### config.mk
export PLATFORM = sky130hd
export DESIGN_NAME = raft_leader_election_fsm_unit
export DESIGN_NICKNAME = d
export VERILOG_FILES = /design/src/rtl/core/rlef_pkg.sv /design/src/rtl/core/rlef_front.sv /design/src/rtl/core/rlef_queue.sv /design/src/rtl/core/rlef_back.sv /design/src/rtl/core/raft_leader_election_fsm_unit.sv
export SDC_FILE = /design/constraint.sdc
export NUM_CORES = 1
export LEC_CHECK = 0
export ABC_AREA = 1
export BUFFER_PORTS_ARGS = -buffer_cell sky130_fd_sc_hd__buf_2
export CAP_MARGIN = 20
export CORE_MARGIN = 2
export CORE_UTILIZATION = 65
export DETAILED_ROUTE_END_ITERATION = 8
export PLACE_DENSITY = 0.95
export SYNTH_ARGS = -nofsm -noshare
export SYNTH_HDL_FRONTEND = slang
export SYNTH_HIERARCHICAL = 1
export SYNTH_SLANG_ARGS = --single-unit
### constraint.sdc
create_clock -name i_clk -period 13.25 [get_ports i_clk]
set_clock_uncertainty 0.2 [all_clocks]
set_input_delay 2.65 -clock i_clk [delete_from_list [all_inputs] [get_ports i_clk]]
set_output_delay 2.65 -clock i_clk [all_outputs]
set_load 0.005 [all_outputs]
### src/rtl/core/rlef_pkg.sv
// Shared types, codes and helpers for the leader-election node.
package rlef_pkg;

    // Action codes of an input word
    localparam logic [1:0] ACT_RECV  = 2'd0;
    localparam logic [1:0] ACT_TMOUT = 2'd1;
    localparam logic [1:0] ACT_TICK  = 2'd2;

    // Packet kinds, received and sent
    localparam logic [1:0] MSG_VREQ = 2'd0;
    localparam logic [1:0] MSG_VRSP = 2'd1;
    localparam logic [1:0] MSG_HB   = 2'd2;

    // Election timer commands
    localparam logic [1:0] TMR_NONE    = 2'd0;
    localparam logic [1:0] TMR_RESTART = 2'd1;
    localparam logic [1:0] TMR_STOP    = 2'd2;

    // Role codes as reported on the result word
    localparam logic [1:0] RC_FOLLOWER  = 2'd0;
    localparam logic [1:0] RC_CANDIDATE = 2'd1;
    localparam logic [1:0] RC_LEADER    = 2'd2;

    // Most packets one broadcast may emit
    localparam logic [4:0] MAX_PKTS = 5'd30;

    // Node role state, one-hot
    typedef enum logic [2:0] {
        ROLE_FOLLOWER  = 3'b001,
        ROLE_CANDIDATE = 3'b010,
        ROLE_LEADER    = 3'b100
    } t_role;

    // What the back end must emit for one input
    typedef enum logic [1:0] {
        KIND_NONE   = 2'd0,
        KIND_SINGLE = 2'd1,
        KIND_BCAST  = 2'd2
    } t_kind;

    // Classified work handed from front to back
    typedef struct packed {
        t_kind       kind;
        logic [1:0]  send_type;
        logic [4:0]  dest;
        logic [4:0]  self_id;
        logic [4:0]  total;
        logic [1:0]  timer_cmd;
        logic [1:0]  role_code;
        logic [31:0] term;
    } t_job;

    function automatic logic [1:0] role_code(input t_role r);
        logic [1:0] c;
        c = RC_FOLLOWER;
        unique case (r)
            ROLE_FOLLOWER:  c = RC_FOLLOWER;
            ROLE_CANDIDATE: c = RC_CANDIDATE;
            ROLE_LEADER:    c = RC_LEADER;
            default:        c = RC_FOLLOWER;
        endcase
        return c;
    endfunction

endpackage

### src/rtl/core/rlef_front.sv
// Front end: accepts events, updates the election state and classifies the work.
module rlef_front import rlef_pkg::*; #(
    parameter int NODE_COUNT = 5
) (
    input  logic        i_clk,
    input  logic        i_rst_n,
    input  logic        i_cfg_we,
    input  logic [4:0]  i_cfg_wdata,
    input  logic        i_valid,
    input  logic        i_q_ready,
    input  logic [1:0]  i_action,
    input  logic [1:0]  i_msg_type,
    input  logic [31:0] i_pkt_term,
    input  logic [4:0]  i_sender_id,
    output logic        o_push,
    output t_job        o_job
);

    localparam logic [4:0] NODES    = 5'(NODE_COUNT);
    localparam logic [4:0] MAJ_HALF = 5'(NODE_COUNT / 2);

    t_role       r_role,  n_role;
    logic [31:0] r_term,  n_term;
    logic [4:0]  r_voted, n_voted;
    logic [4:0]  r_vcnt,  n_vcnt;
    logic [4:0]  r_self;

    logic        self_in;
    logic [4:0]  peers;
    logic [4:0]  total;
    logic        accept;

    assign accept = i_valid && i_q_ready;
    assign o_push = accept;

    // Count the peers a broadcast reaches, capped
    assign self_in = (r_self != 5'd0) && (r_self <= NODES);
    assign peers   = NODES - {4'd0, self_in};
    assign total   = (peers > MAX_PKTS) ? MAX_PKTS : peers;

    // Apply one event to the node state
    always_comb begin
        n_role  = r_role;
        n_term  = r_term;
        n_voted = r_voted;
        n_vcnt  = r_vcnt;
        o_job           = '0;
        o_job.kind      = KIND_NONE;
        o_job.self_id   = r_self;
        o_job.total     = total;
        o_job.timer_cmd = TMR_NONE;
        unique case (i_action)
            ACT_RECV: begin
                if (i_pkt_term > n_term) begin
                    n_term  = i_pkt_term;
                    n_role  = ROLE_FOLLOWER;
                    n_voted = 5'd0;
                    o_job.timer_cmd = TMR_RESTART;
                end
                unique case (i_msg_type)
                    MSG_VREQ: begin
                        if (n_role == ROLE_FOLLOWER && i_pkt_term >= n_term &&
                            i_sender_id != 5'd0 && i_sender_id <= NODES &&
                            (n_voted == 5'd0 || n_voted == i_sender_id)) begin
                            n_voted         = i_sender_id;
                            o_job.timer_cmd = TMR_RESTART;
                            o_job.kind      = KIND_SINGLE;
                            o_job.send_type = MSG_VRSP;
                            o_job.dest      = i_sender_id;
                        end
                    end
                    MSG_VRSP: begin
                        if (n_role == ROLE_CANDIDATE && i_pkt_term == n_term) begin
                            if (n_vcnt < NODES) begin
                                n_vcnt = n_vcnt + 5'd1;
                            end
                            if (n_vcnt > MAJ_HALF) begin
                                n_role          = ROLE_LEADER;
                                o_job.kind      = KIND_BCAST;
                                o_job.send_type = MSG_HB;
                                o_job.timer_cmd = TMR_STOP;
                            end
                        end
                    end
                    MSG_HB: begin
                        if (i_pkt_term >= n_term) begin
                            n_role          = ROLE_FOLLOWER;
                            n_term          = i_pkt_term;
                            o_job.timer_cmd = TMR_RESTART;
                        end
                    end
                    default: ;
                endcase
            end
            ACT_TMOUT: begin
                if (r_role != ROLE_LEADER) begin
                    n_role          = ROLE_CANDIDATE;
                    n_term          = r_term + 32'd1;
                    n_voted         = r_self;
                    n_vcnt          = 5'd1;
                    o_job.kind      = KIND_BCAST;
                    o_job.send_type = MSG_VREQ;
                    o_job.timer_cmd = TMR_RESTART;
                end
            end
            ACT_TICK: begin
                if (r_role == ROLE_LEADER) begin
                    o_job.kind      = KIND_BCAST;
                    o_job.send_type = MSG_HB;
                end
            end
            default: ;
        endcase
        o_job.role_code = role_code(n_role);
        o_job.term      = n_term;
    end

    // Commit state on each accepted word
    always_ff @(posedge i_clk) begin
        if (!i_rst_n) begin
            r_role  <= ROLE_FOLLOWER;
            r_term  <= 32'd0;
            r_voted <= 5'd0;
            r_vcnt  <= 5'd0;
        end else if (accept) begin
            r_role  <= n_role;
            r_term  <= n_term;
            r_voted <= n_voted;
            r_vcnt  <= n_vcnt;
        end
    end

    // Hold the node identifier
    always_ff @(posedge i_clk) begin
        if (!i_rst_n) begin
            r_self <= 5'd1;
        end else if (i_cfg_we) begin
            r_self <= i_cfg_wdata;
        end
    end

endmodule

### src/rtl/core/rlef_queue.sv
// Two-entry job queue between front and back ends.
module rlef_queue import rlef_pkg::*; (
    input  logic i_clk,
    input  logic i_rst_n,
    input  logic i_push,
    input  t_job i_job,
    output logic o_wready,
    output logic o_rvalid,
    output t_job o_job,
    input  logic i_pop
);

    t_job       r_mem [2];
    logic       r_wp;
    logic       r_rp;
    logic [1:0] r_cnt;
    logic       do_push;
    logic       do_pop;

    assign o_wready = (r_cnt != 2'd2);
    assign o_rvalid = (r_cnt != 2'd0);
    assign o_job    = r_mem[r_rp];
    assign do_push  = i_push && o_wready;
    assign do_pop   = i_pop && o_rvalid;

    // Store pushed jobs
    always_ff @(posedge i_clk) begin
        if (do_push) begin
            r_mem[r_wp] <= i_job;
        end
    end

    // Advance pointers and fill count
    always_ff @(posedge i_clk) begin
        if (!i_rst_n) begin
            r_wp  <= 1'b0;
            r_rp  <= 1'b0;
            r_cnt <= 2'd0;
        end else begin
            if (do_push) begin
                r_wp <= ~r_wp;
            end
            if (do_pop) begin
                r_rp <= ~r_rp;
            end
            r_cnt <= r_cnt + {1'b0, do_push} - {1'b0, do_pop};
        end
    end

endmodule

### src/rtl/core/rlef_back.sv
// Back end: expands each job into result words, one per cycle while the receiver takes them.
module rlef_back import rlef_pkg::*; (
    input  logic        i_clk,
    input  logic        i_rst_n,
    input  logic        i_jvalid,
    input  t_job        i_job,
    output logic        o_pop,
    output logic        o_valid,
    input  logic        i_ready,
    output logic        o_send_valid,
    output logic [1:0]  o_send_type,
    output logic [31:0] o_send_term,
    output logic [4:0]  o_dest_node,
    output logic [1:0]  o_timer_cmd,
    output logic [1:0]  o_node_role,
    output logic [31:0] o_term_now,
    output logic        o_last
);

    logic [4:0]  r_peer;
    logic [4:0]  r_cnt;
    logic        r_ovalid;
    logic        r_sv;
    logic [1:0]  r_st;
    logic [31:0] r_sterm;
    logic [4:0]  r_dest;
    logic [1:0]  r_tcmd;
    logic [1:0]  r_role;
    logic [31:0] r_term;
    logic        r_last;

    logic        load;
    logic [4:0]  emit;
    logic        bc_last;
    logic        n_sv;
    logic [1:0]  n_st;
    logic [31:0] n_sterm;
    logic [4:0]  n_dest;
    logic [1:0]  n_tcmd;
    logic        n_last;

    assign load    = i_jvalid && (!r_ovalid || i_ready);
    assign emit    = (r_peer == i_job.self_id) ? r_peer + 5'd1 : r_peer;
    assign bc_last = (r_cnt + 5'd1 == i_job.total);

    // Build the next result word
    always_comb begin
        n_sv    = 1'b0;
        n_st    = 2'd0;
        n_sterm = 32'd0;
        n_dest  = 5'd0;
        n_tcmd  = i_job.timer_cmd;
        n_last  = 1'b1;
        unique case (i_job.kind)
            KIND_SINGLE: begin
                n_sv    = 1'b1;
                n_st    = i_job.send_type;
                n_sterm = i_job.term;
                n_dest  = i_job.dest;
            end
            KIND_BCAST: begin
                n_sv    = 1'b1;
                n_st    = i_job.send_type;
                n_sterm = i_job.term;
                n_dest  = emit;
                n_last  = bc_last;
                n_tcmd  = bc_last ? i_job.timer_cmd : TMR_NONE;
            end
            default: ;
        endcase
    end

    assign o_pop = load && n_last;

    // Walk the peer list of a broadcast
    always_ff @(posedge i_clk) begin
        if (!i_rst_n) begin
            r_peer <= 5'd1;
            r_cnt  <= 5'd0;
        end else if (load && i_job.kind == KIND_BCAST) begin
            if (bc_last) begin
                r_peer <= 5'd1;
                r_cnt  <= 5'd0;
            end else begin
                r_peer <= emit + 5'd1;
                r_cnt  <= r_cnt + 5'd1;
            end
        end
    end

    // Hold the output word until taken
    always_ff @(posedge i_clk) begin
        if (!i_rst_n) begin
            r_ovalid <= 1'b0;
        end else if (load) begin
            r_ovalid <= 1'b1;
        end else if (i_ready) begin
            r_ovalid <= 1'b0;
        end
    end

    always_ff @(posedge i_clk) begin
        if (load) begin
            r_sv    <= n_sv;
            r_st    <= n_st;
            r_sterm <= n_sterm;
            r_dest  <= n_dest;
            r_tcmd  <= n_tcmd;
            r_role  <= i_job.role_code;
            r_term  <= i_job.term;
            r_last  <= n_last;
        end
    end

    assign o_valid      = r_ovalid;
    assign o_send_valid = r_sv;
    assign o_send_type  = r_st;
    assign o_send_term  = r_sterm;
    assign o_dest_node  = r_dest;
    assign o_timer_cmd  = r_tcmd;
    assign o_node_role  = r_role;
    assign o_term_now   = r_term;
    assign o_last       = r_last;

endmodule

### src/rtl/core/raft_leader_election_fsm_unit.sv
// Top level of the leader-election node: front end, job queue and back end.
// Usage:
//   Input channel (i_valid/o_ready) carries one event word: a received packet,
//   an election timer expiry or a heartbeat tick. The front end updates role,
//   term, vote and vote count in the cycle the word is accepted.
//   Output channel (o_valid/i_ready) carries result words; o_last marks the
//   final word of an event. A vote response or an empty result is one word,
//   a broadcast is one word per peer addressed (NODE_COUNT-1, or NODE_COUNT
//   capped at 30 when the node identifier is outside 1..NODE_COUNT).
//   An accepted word is written into the job queue, then loaded into the back
//   end's output register, which drives o_valid.
//   The back end emits one result word per cycle while the receiver takes them.
//   A two-entry job queue lets the front accept new words while a broadcast
//   is still being expanded; o_ready drops only when the queue is full.
//   A stalled receiver holds the current output word; the queue backs up.
//   Reset (i_rst_n low, synchronous) makes the node a follower in term 0
//   with no vote, empties the queue and sets the node identifier to 1.
//   The user must use i_cfg_we/i_cfg_wdata to write the node identifier only
//   while the block is idle; the block itself does not enforce this.
module raft_leader_election_fsm_unit import rlef_pkg::*; #(
    parameter int NODE_COUNT = 5
) (
    input  logic        i_clk,
    input  logic        i_rst_n,
    input  logic        i_cfg_we,
    input  logic [4:0]  i_cfg_wdata,
    input  logic        i_valid,
    output logic        o_ready,
    input  logic [1:0]  i_action,
    input  logic [1:0]  i_msg_type,
    input  logic [31:0] i_pkt_term,
    input  logic [4:0]  i_sender_id,
    output logic        o_valid,
    input  logic        i_ready,
    output logic        o_send_valid,
    output logic [1:0]  o_send_type,
    output logic [31:0] o_send_term,
    output logic [4:0]  o_dest_node,
    output logic [1:0]  o_timer_cmd,
    output logic [1:0]  o_node_role,
    output logic [31:0] o_term_now,
    output logic        o_last
);

    logic push;
    t_job push_job;
    logic q_wready;
    logic q_rvalid;
    t_job q_job;
    logic pop;

    assign o_ready = q_wready;

    rlef_front #(
        .NODE_COUNT (NODE_COUNT)
    ) u_front (
        .i_clk       (i_clk),
        .i_rst_n     (i_rst_n),
        .i_cfg_we    (i_cfg_we),
        .i_cfg_wdata (i_cfg_wdata),
        .i_valid     (i_valid),
        .i_q_ready   (q_wready),
        .i_action    (i_action),
        .i_msg_type  (i_msg_type),
        .i_pkt_term  (i_pkt_term),
        .i_sender_id (i_sender_id),
        .o_push      (push),
        .o_job       (push_job)
    );

    rlef_queue u_queue (
        .i_clk    (i_clk),
        .i_rst_n  (i_rst_n),
        .i_push   (push),
        .i_job    (push_job),
        .o_wready (q_wready),
        .o_rvalid (q_rvalid),
        .o_job    (q_job),
        .i_pop    (pop)
    );

    rlef_back u_back (
        .i_clk        (i_clk),
        .i_rst_n      (i_rst_n),
        .i_jvalid     (q_rvalid),
        .i_job        (q_job),
        .o_pop        (pop),
        .o_valid      (o_valid),
        .i_ready      (i_ready),
        .o_send_valid (o_send_valid),
        .o_send_type  (o_send_type),
        .o_send_term  (o_send_term),
        .o_dest_node  (o_dest_node),
        .o_timer_cmd  (o_timer_cmd),
        .o_node_role  (o_node_role),
        .o_term_now   (o_term_now),
        .o_last       (o_last)
    );

`ifndef ASSERT_OFF
    // An empty result always closes its event
    a_empty_last: assert property (@(posedge i_clk) disable iff (!i_rst_n)
        o_valid && !o_send_valid |-> o_last)
        else $error("empty result not marked last");

    // Timer command rides only on the final word
    a_tcmd_last: assert property (@(posedge i_clk) disable iff (!i_rst_n)
        o_valid && !o_last |-> o_timer_cmd == TMR_NONE)
        else $error("timer command on a non-final word");

    // A vote response is a single-word result
    a_vrsp_single: assert property (@(posedge i_clk) disable iff (!i_rst_n)
        o_valid && o_send_valid && o_send_type == MSG_VRSP |-> o_last)
        else $error("vote response not last");

    // Sent packets never address node zero
    a_dest_nonzero: assert property (@(posedge i_clk) disable iff (!i_rst_n)
        o_valid && o_send_valid |-> o_dest_node != 5'd0)
        else $error("packet sent to node zero");
`endif

endmodule
Yosys cells after proc, flatten, opt, wreduce, memory -nomap -nowiden. Memory sizes are Yosys's and may differ from the RTL's. A register that Yosys moved wholly into a read port is not among the register bits. Cells that the tools add are included.

Register bits after elaboration: 142. Latch bits: 0. Bits in writable memories: 110. Memory bits (read-only): 0. Bits of input ports: 51. Output and inout port bits: 79. Logic and storage cells: 144. Memories: 1.

Memories: u_queue.r_mem (depth 2, width 55, rd ports 1, clocked after Yosys merged registers in 1, write ports 1, RTL line rlef_queue.sv:13) `t_job r_mem [2];`.

Add/sub/neg operators: 8. Multipliers: 0. Div/mod/pow operators: 0. Magnitude comparators: 7. Eq/ne operators: 20. Shift operators: 0. Multiplexer cells: 61. Bitwise logic cells: 2. Reduce and logical (&&, ||, !) cells: 26.

Operator list (number): $mux W32 (5); $mux W5 (18); $pmux W32 S2 (1); $add A32 B1 Y32 const B (1); $eq A32 B32 Y1 (1); $ge A32 B32 Y1 (1); $gt A32 B32 Y1 (1); $pmux W5 S2 (3); $add A5 B1 Y5 const B (4); $mux W3 (6); $mux W4 (4); $eq A5 B5 Y1 (3); $logic_and A1 B1 Y1 (12); $mux W1 (12); $pmux W3 S2 (2); $pmux W4 S3 (1); $le A5 B3 Y1 const B (2); $reduce_bool A5 Y1 (2); $mux W2 (4); $mux W8 (1); $pmux W2 S2 (2); $pmux W4 S2 (1); $eq A2 B1 Y1 const B (3); $eq A2 B2 Y1 const B (3); 22 further kinds (31).

Logic depth before layout (Yosys ltp). Gate-level depths: netlist (run 1).

Depth in word-level cells: 15. Mapped depth: 37. Mapped depth without buffers: 35.

By module. The synthesis (run 1) kept the hierarchy.

Modules (own cells, without submodules): rlef_front (instances 1, cells an instance 994, area each 6013.3 µm², seq. area each 1001.0 µm²); rlef_queue (instances 1, cells an instance 207, area each 4461.8 µm², seq. area each 3403.3 µm²); rlef_back (instances 1, cells an instance 326, area each 3713.6 µm², seq. area each 2532.4 µm²).

Least setup slack after synthesis (run 1). Ideal clock, no wire load.

Path type: in2reg. Start: in i_pkt_term[21]. End: mem u_queue/r_mem[0][24] (netlist name), data pin. Library setup time: 0.262 ns. Data arrival time: 5.777 ns. Required time: 12.788 ns. Setup slack: 7.011 ns. Stages: 26. Buffers on the path: 3. Path through: ha_1 > a21o_1 > nand3_1 > nand3_1 > a21oi_1 > nand2_1 > nand2_2 > buf_4 > buf_2 > nand2_1 > o21ai_0 > inv_1 > ha_1 > nand2_1 > nor2_1 > nand2_1 > nor4_2 > inv_1 > a31oi_1 > nor2_1 > nand2_2 > nand2_2 > inv_2 > buf_2 > nor2_1 > o21a_1.

RTL lines: start, declared (RTL line raft_leader_election_fsm_unit.sv:31) `input logic [31:0] i_pkt_term,`; end, declared (RTL line rlef_queue.sv:13).

==> results by stage, run 1 <==
GRT:
- Entering global routing, the biggest net connects 78 pins.
- The global-route wire length before repair is slightly below 60000 um.
- The overall fraction of global-route tracks in use is 32.3%.
- The via count of the first global-routing pass is around 11000.
- The initial antenna violation count is 1.
- The total congestion overflow is 0.

Pwr:
- For this design the total switching power over the nets is 1110 uW.
- The maximum vdd ir drop is 0.102 mV.
- The share of total power dissipated in sequential elements is 42.9%.
- The clock power share is 22.7%.
- The power density of the placed cells is slightly below 200 mW/mm^2.
- Of the total power, combinational logic draws 34.4%.
- Summed over all cells, the static leakage comes to just under 0.007 uW.
- The cell-internal power is 1970 uW.
- The switching part of the total power is a little over a third.

Floorplanning:
- The y dimension of the die is 152 um.
- The number of top-level pins is 130.
- The floorplan step set the die width to 152 um.
- The starting density of the core is 65.6%.
- The die outline area is about 0.023 mm^2.
- The core area is about 0.022 mm^2.
- The initialized floorplan defines 54 standard-cell rows.

Synthesis:
- The number of instances in the synthesized netlist is 1527.
- Yosys instantiated no cell more often than nand2_1.
- The distinct cell type count after synthesis is a little over 60.
- The most area-hungry cell type in the Yosys netlist is edfxtp_1.
- The number of enable flip-flop cells after synthesis is 187.
- The most frequently used flop master after synthesis is edfxtp_1.
- The share of synthesized area in the top cell type comes to 39.6%.
- Summing the sequential cell areas from Yosys gives roughly 49% of the chip area.
- The commonest cells after synthesis are nand2_1 (258), inv_1 (240), edfxtp_1 (187), nor2_1 (121), a21oi_1 (109).
- The count of synthesis-stage warnings from yosys is 6.
- The post-synthesis register bit count is around 250.
- After synthesis the cells add up to approximately 0.014 mm^2.
- A synthesized cell averages 9.29 um^2.
- The share of async-settable or async-resettable flops after synthesis is 0%.
- By area the synthesized netlist is led by edfxtp_1 (40%), dfxtp_1 (9.3%), nand2_1 (6.8%), ha_1 (6.8%), inv_1 (6.3%).

Place:
- Once detailed placement completed, the half-perimeter wirelength came to 25000 um.
- In this run the tool buffered the top-level ports with 129 buffer cells.
- The number of placed instances, taps included, is roughly 1900.
- The weighted congestion reported at the end of routability-driven placement is 0.977.

Layout:
- For this run, the post-layout net count is 1770.
- Of the cells placed in the final design, the portion with a size suffix greater than 1 is 17.9%.
- The post-route core utilization is 72.8%.
- The layout-stage area growth over the synthesis result is 10.9%.
- The number of antenna diodes in the final layout is 0.
- The number of standard cells in the layout, taps in and fillers out is 1941.

STA:
- The slew at the pin closest to its max-slew limit is 1.07 ns.
- For the final routed database, the setup TNS stands at 0 ns.
- The count of final setup violators is 0.
- The hold violation count in the final report was 0.
- For this run, the top clock speed supported by timing is 126 MHz.
- The final number of max-transition violations is 0.
- For the finished layout, the period the worst path requires is between 7 and 8 ns.
- The relative slew slack is 28.8%.
- Setup repair after global routing left no endpoint under its margin.
- The final clock period utilization by the worst path is 60.0%.

Clocking:
- The clock latency on the worst-skew pair is about 0.52 ns.
- TritonCTS built the clock tree.
- The setup fix buffers added after clock tree synthesis is 0.
- The number of buffers inserted during clock tree synthesis is 25.
- The number of sinks handled by clock tree synthesis is 253.
- The cell sitting at the root of the clock tree is a clkbuf_16.
- The number of gates resized after CTS was 0.
- The longest clock path from root to sink contains 3 buffers.
- The clock-pin slew on the worst setup and hold paths is 0.06 ns.
- The number of hold buffers added after CTS is 0.
- In this run the number of H-tree levels came out at 1.

Routing:
- The DRC violation count after routing is 0.
- The detailed-route wire length per cell is 19.3 um.
- The length of the first detailed-routing pass in iterations is 6.
- The detail route stage leaves a number of antenna-violating nets equal to 0.
- After detailed routing, the number of vias per cell comes to 6.06.
- The vias after detailed routing is about 12000.
- After the first detailed-routing iteration, the DRC count stood at 1263.
- The final wirelength is approximately 37000 um.

Worst hold path:
- The path type of the worst min-delay path is reg -> reg.

Setup path:
- The type of destination of the critical path is a flop.
- The data required time at the worst endpoint is 13.28 ns.
- The slowest cell on the critical path is inv_2.
- For the worst setup path, the data arrival time is 7.99 ns.
- STA classifies the critical path startpoint as an input pin.
- The most common cell type on the critical path is nand2_1.
- The maximum fanout count along the critical path is 71.
- On the worst path, the slowest cell contributes a delay of 0.61 ns.
- Walking the worst path, the cells encountered are buf_2 > ha_1 > a21oi_1 > o21a_1 > nand2_1 > a21oi_1 > nand2_1 > nand2_2 > buf_4 > o21ai_0 > ha_1 > nand2_1 > nor2_1 > nand2_1 > nor4_2 > inv_1 > a31oi_1 > nor2_1 > nand2_2 > nand2_2 > inv_2 > nor2_1 > o21ai_1.
- The critical path in this run is classified as in -> reg.

Flow run:
- Max-cap violations in this run came to 0.

Outcome:
- The run finished with clean final reports.
critical path: cells and delay by family:
family / cells / cell delay (ns)
AND/OR/NAND/NOR: 11 / 1.48
AO/OA/AOI/OAI: 6 / 1.73
adder cells (fa/ha/maj): 2 / 0.67
buffers and inverters: 4 / 1.38
metrics by stage:
stage	setup slack, ns	cell area, um^2	total power [uW]	hold WS (ns)
3_3_place_gp	5.10	14900	2270	0.234
4_1_cts	5.43	15700	3070	0.257
2_1_floorplan	7.01	14200	2000	0.226
5_1_grt	4.94	15700	3240	0.294
3_5_place_dp	4.93	14900	2340	0.248
6_report	5.29	15700	3080	0.256
kinds of logic (layout without fill, tap and decap cells):
| family | after synthesis | count (layout) | synth area share [%] |
|---|---|---|---|
| adder cells (fa/ha/maj) | 77 | 77 | 6.79 |
| multiplexers | 55 | 55 | 5.69 |
| other | 2 | 6 | 0.0529 |
| buffers and inverters | 305 | 435 | 9.07 |
| flip-flops | 253 | 253 | 48.9 |
| AO/OA/AOI/OAI | 291 | 291 | 11.2 |
| XOR/XNOR | 8 | 8 | 0.547 |
| AND/OR/NAND/NOR | 536 | 536 | 17.8 |
final timing paths:
path	start	to	slack (ns)	cells past startpoint
worst max-delay path	i_pkt_term[29]	u_queue/r_mem[0][4]$_DFFE_PP_	5.29	23
worst min-delay path	u_front/r_vcnt[3]$_SDFFE_PN0P_	u_front/r_vcnt[3]$_SDFFE_PN0P_	0.26	2
worst max register to register	u_front/r_term[19]$_SDFFE_PN0P_	u_queue/r_mem[0][4]$_DFFE_PP_	7.04	26
worst min register to register	u_front/r_vcnt[3]$_SDFFE_PN0P_	u_front/r_vcnt[3]$_SDFFE_PN0P_	0.26	2
power groups by stage:
stage	sequential [uW]	combinational, uW	clock, uW
after CTS	1320	1040	703
after floorplan	1300	706	0
after global routing	1350	1160	731
after detailed placement	1330	1020	0
after global placement	1300	964	0
final	1320	1060	701
flip-flops by register name, indices dropped and copies added, names as in the netlist, 2 cells and up, named ones only:
| signal | cells |
|---|---|
| u_queue/r_cnt | 2 |
| u_back/o_send_type | 2 |
| u_back/r_cnt | 5 |
| u_front/r_self | 5 |
| u_back/o_term_now | 32 |
| u_queue/r_mem | 110 |
| u_front/r_voted | 5 |
| u_back/o_node_role | 2 |
| u_front/r_term | 32 |
| u_back/r_peer | 5 |
| u_back/o_send_term | 32 |
| u_front/r_vcnt | 5 |
| u_back/o_dest_node | 5 |
| u_front/r_role | 3 |
| u_back/o_timer_cmd | 2 |
per-layer routing:
metal,vias to the layer above,part of all wire (%),track usage [%]
met5,-,0.035,0
met4,2,4.3,12.1
met3,151,9.7,4.73
met2,793,48,54.7
met1,5449,38,42.4
li1,5374,-,-
final cells by class:
type / instances / area (um^2)
Clock inverter: 15 / 143
Tap cell: 280 / 350
Multi-Input combinational cell: 973 / 5990
Inverter: 252 / 947
Timing Repair Buffer: 137 / 706
Fill cell: 1458 / 5880
Clock buffer: 31 / 658
Sequential cell: 253 / 6940
placed cells by master (no fill, tap or decap), types with 15 or more instances in the layout:
master	count
nand2_1	257
inv_1	238
edfxtp_1	187
buf_2	129
nor2_1	119
a21oi_1	109
o21ai_0	98
ha_1	77
dfxtp_1	65
nand3_1	60
mux2_4	50
o21ai_1	39
nand4_1	26
clkbuf_16	25
nor3_1	15
Power figures use the tool's default switching activity.
==> run 2: changes to the inputs <==
CORE_UTILIZATION = 55   (was 65)
PLACE_DENSITY = 0.87   (was 0.95)
clock period = 6.5 ns   (was 13.25 ns; I/O delays follow)
==> run 2 against run 1 <==
Compared with the run above:
- sequential share of layout area down 0.42 points
- critical path depth up 1
- design area up 0.96%
- non-clock buffer count up 8
- critical endpoint is now u_front/r_term[8]$_SDFFE_PN0P_
- largest cell class unchanged
==> results by stage, run 2 (synthesized netlist as in run 1, its figures left out) <==
STA:
- Setup repair after global routing left no endpoint under its margin.
- The slew at the pin closest to its max-slew limit is 1.05 ns (-0.0166 ns).
- The hold slack is 0.257 ns (+0.00177 ns).
- The relative slew slack is 29.9% (+1.1 points).
- The hold violation count in the final report is 0 (unchanged).
- The final setup slack of the worst path was 0.987 ns (-4.31 ns).
- The shortest period the worst path allows is roughly 5.5 ns.
- For this run, the top clock speed supported by timing is approximately 180 MHz.
- The final critical path takes up between 80% and 90% of the cycle.
- The final setup TNS is 0 ns (unchanged).
- The count of final setup violators is 0 (unchanged).
- The final number of max-transition violations is 0 (unchanged).

Layout:
- The number of standard cells in the layout, taps in and fillers out is 1999 (+3.0%).
- The net count of the finished layout is 1778 (+0.45%).
- The filler cell count is 2000 (+37%).
- The top cell types in the final layout, fill and taps aside, are nand2_1 (257), inv_1 (238), edfxtp_1 (187).
- The sequential cell area in the final layout is 0.00694 mm^2 (unchanged).
- The register with the most flip-flops in the final layout is u_queue/r_mem.
- The final instance area came to 0.0159 mm^2 (+0.96%).
- The number of flip-flops in the largest register is 110 (unchanged).
- The area of the multi-input gates was 0.00599 mm^2 (unchanged).
- Leaving out fill and tap cells, the most frequent cell in the layout is nand2_1.
- The share of layout cells above drive strength 1 is 18.1% (+0.22 points).
- The layout-stage area growth over the synthesis result is 12.0%.

Pwr:
- The maximum vdd ir drop is 0.256 mV (+150%).
- The switching part of the total power is 34.5% (-1.7 points).
- The share of power burned in registers was 42.7% (-0.2 points).
- The power density of the placed cells is 393 mW/mm^2 (+100%).
- The clock power share came to 23.5% (+0.8 points).
- The net switching power figure came to 2150 uW (+93%).
- The proportion of power drawn by combinational gates was 33.8% (-0.6 points).
- The cell-internal power came to 4090 uW (+110%).
- The static power due to leakage is 0.00696 uW (+0.65%).

Floorplanning:
- The number of rows created at floorplan was 58 (+7.4%).
- The y dimension of the die is 165 um (+8.5%).
- The core area is 0.0253 mm^2 (+17%).
- The width of the chip was 165 um (+8.5%).
- The die outline area came to 0.0271 mm^2 (+18%).
- The number of top-level pins is 130 (unchanged).
- The starting density of the core came to 56.2% (-9.4 points).

Routing:
- The detailed-route wire length per cell is 17.1 um (-11%).
- The DRC violation count after routing is 0 (unchanged).
- The final wirelength was 34200 um (-8.6%).
- The length of the first detailed-routing pass in iterations was 5 (-1).
- The vias after detailed routing is 11200 (-4.9%).
- The remaining number of nets flagged by the antenna check after routing is 0 (unchanged).
- The number of vias per cell after detailed routing was 5.60 (-7.7%).
- The number of design-rule violations left by the first detailed-router iteration came to 1200 (-5.0%).

Place:
- The weighted congestion reported at the end of routability-driven placement is 0.968 (-0.86%).
- The setup slack at placement is 0.626 ns (-4.30 ns).
- The post-placement cell count is 1953 (+3.1%).
- The sum of net half-perimeters after detailed placement is 24200 um (-3.1%).
- The placed cell area is 0.0151 mm^2 (+0.82%).
- The number of port buffers is 129 (unchanged).

GRT:
- The global-route wire length before repair is 53300 um (-7.5%).
- The via count of the first global-routing pass came to 10400 (-5.3%).
- The overall fraction of global-route tracks in use came to 25.0% (-7.3 points).
- The pin count of the biggest net entering global routing is 78 (unchanged).
- The total congestion overflow was 0 (unchanged).
- The initial antenna violation count is 1 (unchanged).

Outcome:
- The flow ran to the end, and the final reports show no timing, DRC or antenna violations.

Worst hold path:
- The worst hold path belongs to the class reg -> reg.

Clocking:
- The number of hold buffers added after CTS is 0 (unchanged).
- The post-cts gate resize count is 0 (unchanged).
- The tree is rooted in a clkbuf_16.
- TritonCTS built the clock tree.
- The number of buffers on the longest clock path is 3 (unchanged).
- The clock latency on the worst-skew pair came to 0.51 ns (about the same).
- The maximum level of the CTS H-tree was 1 (unchanged).
- The number of buffers inserted during clock tree synthesis is 25 (unchanged).
- The setup fix buffers added after clock tree synthesis is 0 (unchanged).
- The number of sinks handled by clock tree synthesis was 253 (unchanged).
- The clock-pin slew on the worst setup and hold paths was 0.06 ns (about the same).

Setup path:
- The arrival time of the worst setup path is 5.76 ns (-2.23 ns).
- The type of destination of the critical path is a flop.
- The data required time at the worst endpoint is 6.75 ns (-6.53 ns).
- The maximum fanout count along the critical path was 37 (-48%).
- The type of the worst setup path is in -> reg.
- The worst setup path is launched from an input pin.

Flow run:
- The number of max-cap violations is 0 (unchanged).
-- run 2: cell types whose count changed in the layout (fill, tap and decap cells not counted), sizes merged --
cell    before  now
buf        137  145
bufinv       2    4
clkbuf      31   35
clkinv      13    9
diode        0    1
inv        252  249
-- run 2: stage by stage --
stage | utilization, % | total power, uW
floorplan | - | 4080
global placement | 59.6 | 4660
CTS | 62.9 | 6260
detailed placement | 59.6 | 4760
global route | 62.9 | 6600
finish | 62.9 | 6250
-- run 2: worst paths after layout --
check / depth (start not counted) / slack [ns] / from / end
setup reg to reg: 25 / 1.27 / u_front/r_term[19]$_SDFFE_PN0P_ / u_front/r_term[8]$_SDFFE_PN0P_
hold / removal: 2 / 0.26 / u_front/r_vcnt[3]$_SDFFE_PN0P_ / u_front/r_vcnt[3]$_SDFFE_PN0P_
setup / recovery: 24 / 0.99 / i_pkt_term[31] / u_front/r_term[8]$_SDFFE_PN0P_
hold reg to reg: 2 / 0.26 / u_front/r_vcnt[3]$_SDFFE_PN0P_ / u_front/r_vcnt[3]$_SDFFE_PN0P_
-- run 2: cell type report --
class | instances | area share [%]
Inverter | 252 | 5.96
Sequential cell | 253 | 43.7
Antenna cell | 1 | 0.0158
Multi-Input combinational cell | 973 | 37.7
Clock buffer | 35 | 4.24
Clock inverter | 10 | 0.969
Tap cell | 330 | 2.60
Timing Repair Buffer | 145 | 4.82
-- run 2: layer usage --
metal | GRT usage [%] | vias to the layer above | share of wire (%)
met4 | 7.47 | 0 | 2.4
met5 | 0 | - | 0
met1 | 34.6 | 5222 | 43
met2 | 40.7 | 520 | 46
li1 | - | 5389 | -
met3 | 3.97 | 59 | 8.9
-- run 2: power by group through the flow --
stage	clock network [uW]	registers [uW]	logic (uW)
6_report	1470	2670	2110
5_1_grt	1550	2720	2340
4_1_cts	1480	2670	2100
3_5_place_dp	0	2690	2070
3_3_place_gp	0	2660	2000
2_1_floorplan	0	2640	1440
-- run 2: critical path, cell delays in order --
cell     delay [ns]
buf_2          0.13
ha_1           0.30
nand2_1        0.09
nor2_1         0.19
nand2_1        0.12
nor2_1         0.20
nand2_1        0.11
nand2_1        0.08
nand2_2        0.05
buf_4          0.25
o21ai_0        0.40
inv_1          0.11
ha_1           0.30
nand3_1        0.09
nor4_1         0.48
nand3_1        0.16
nand2_2        0.15
nand2_2        0.08
inv_2          0.28
buf_4          0.25
nor2_1         0.05
o21ai_1        0.35
o21ai_0        0.14
inv_1          0.07
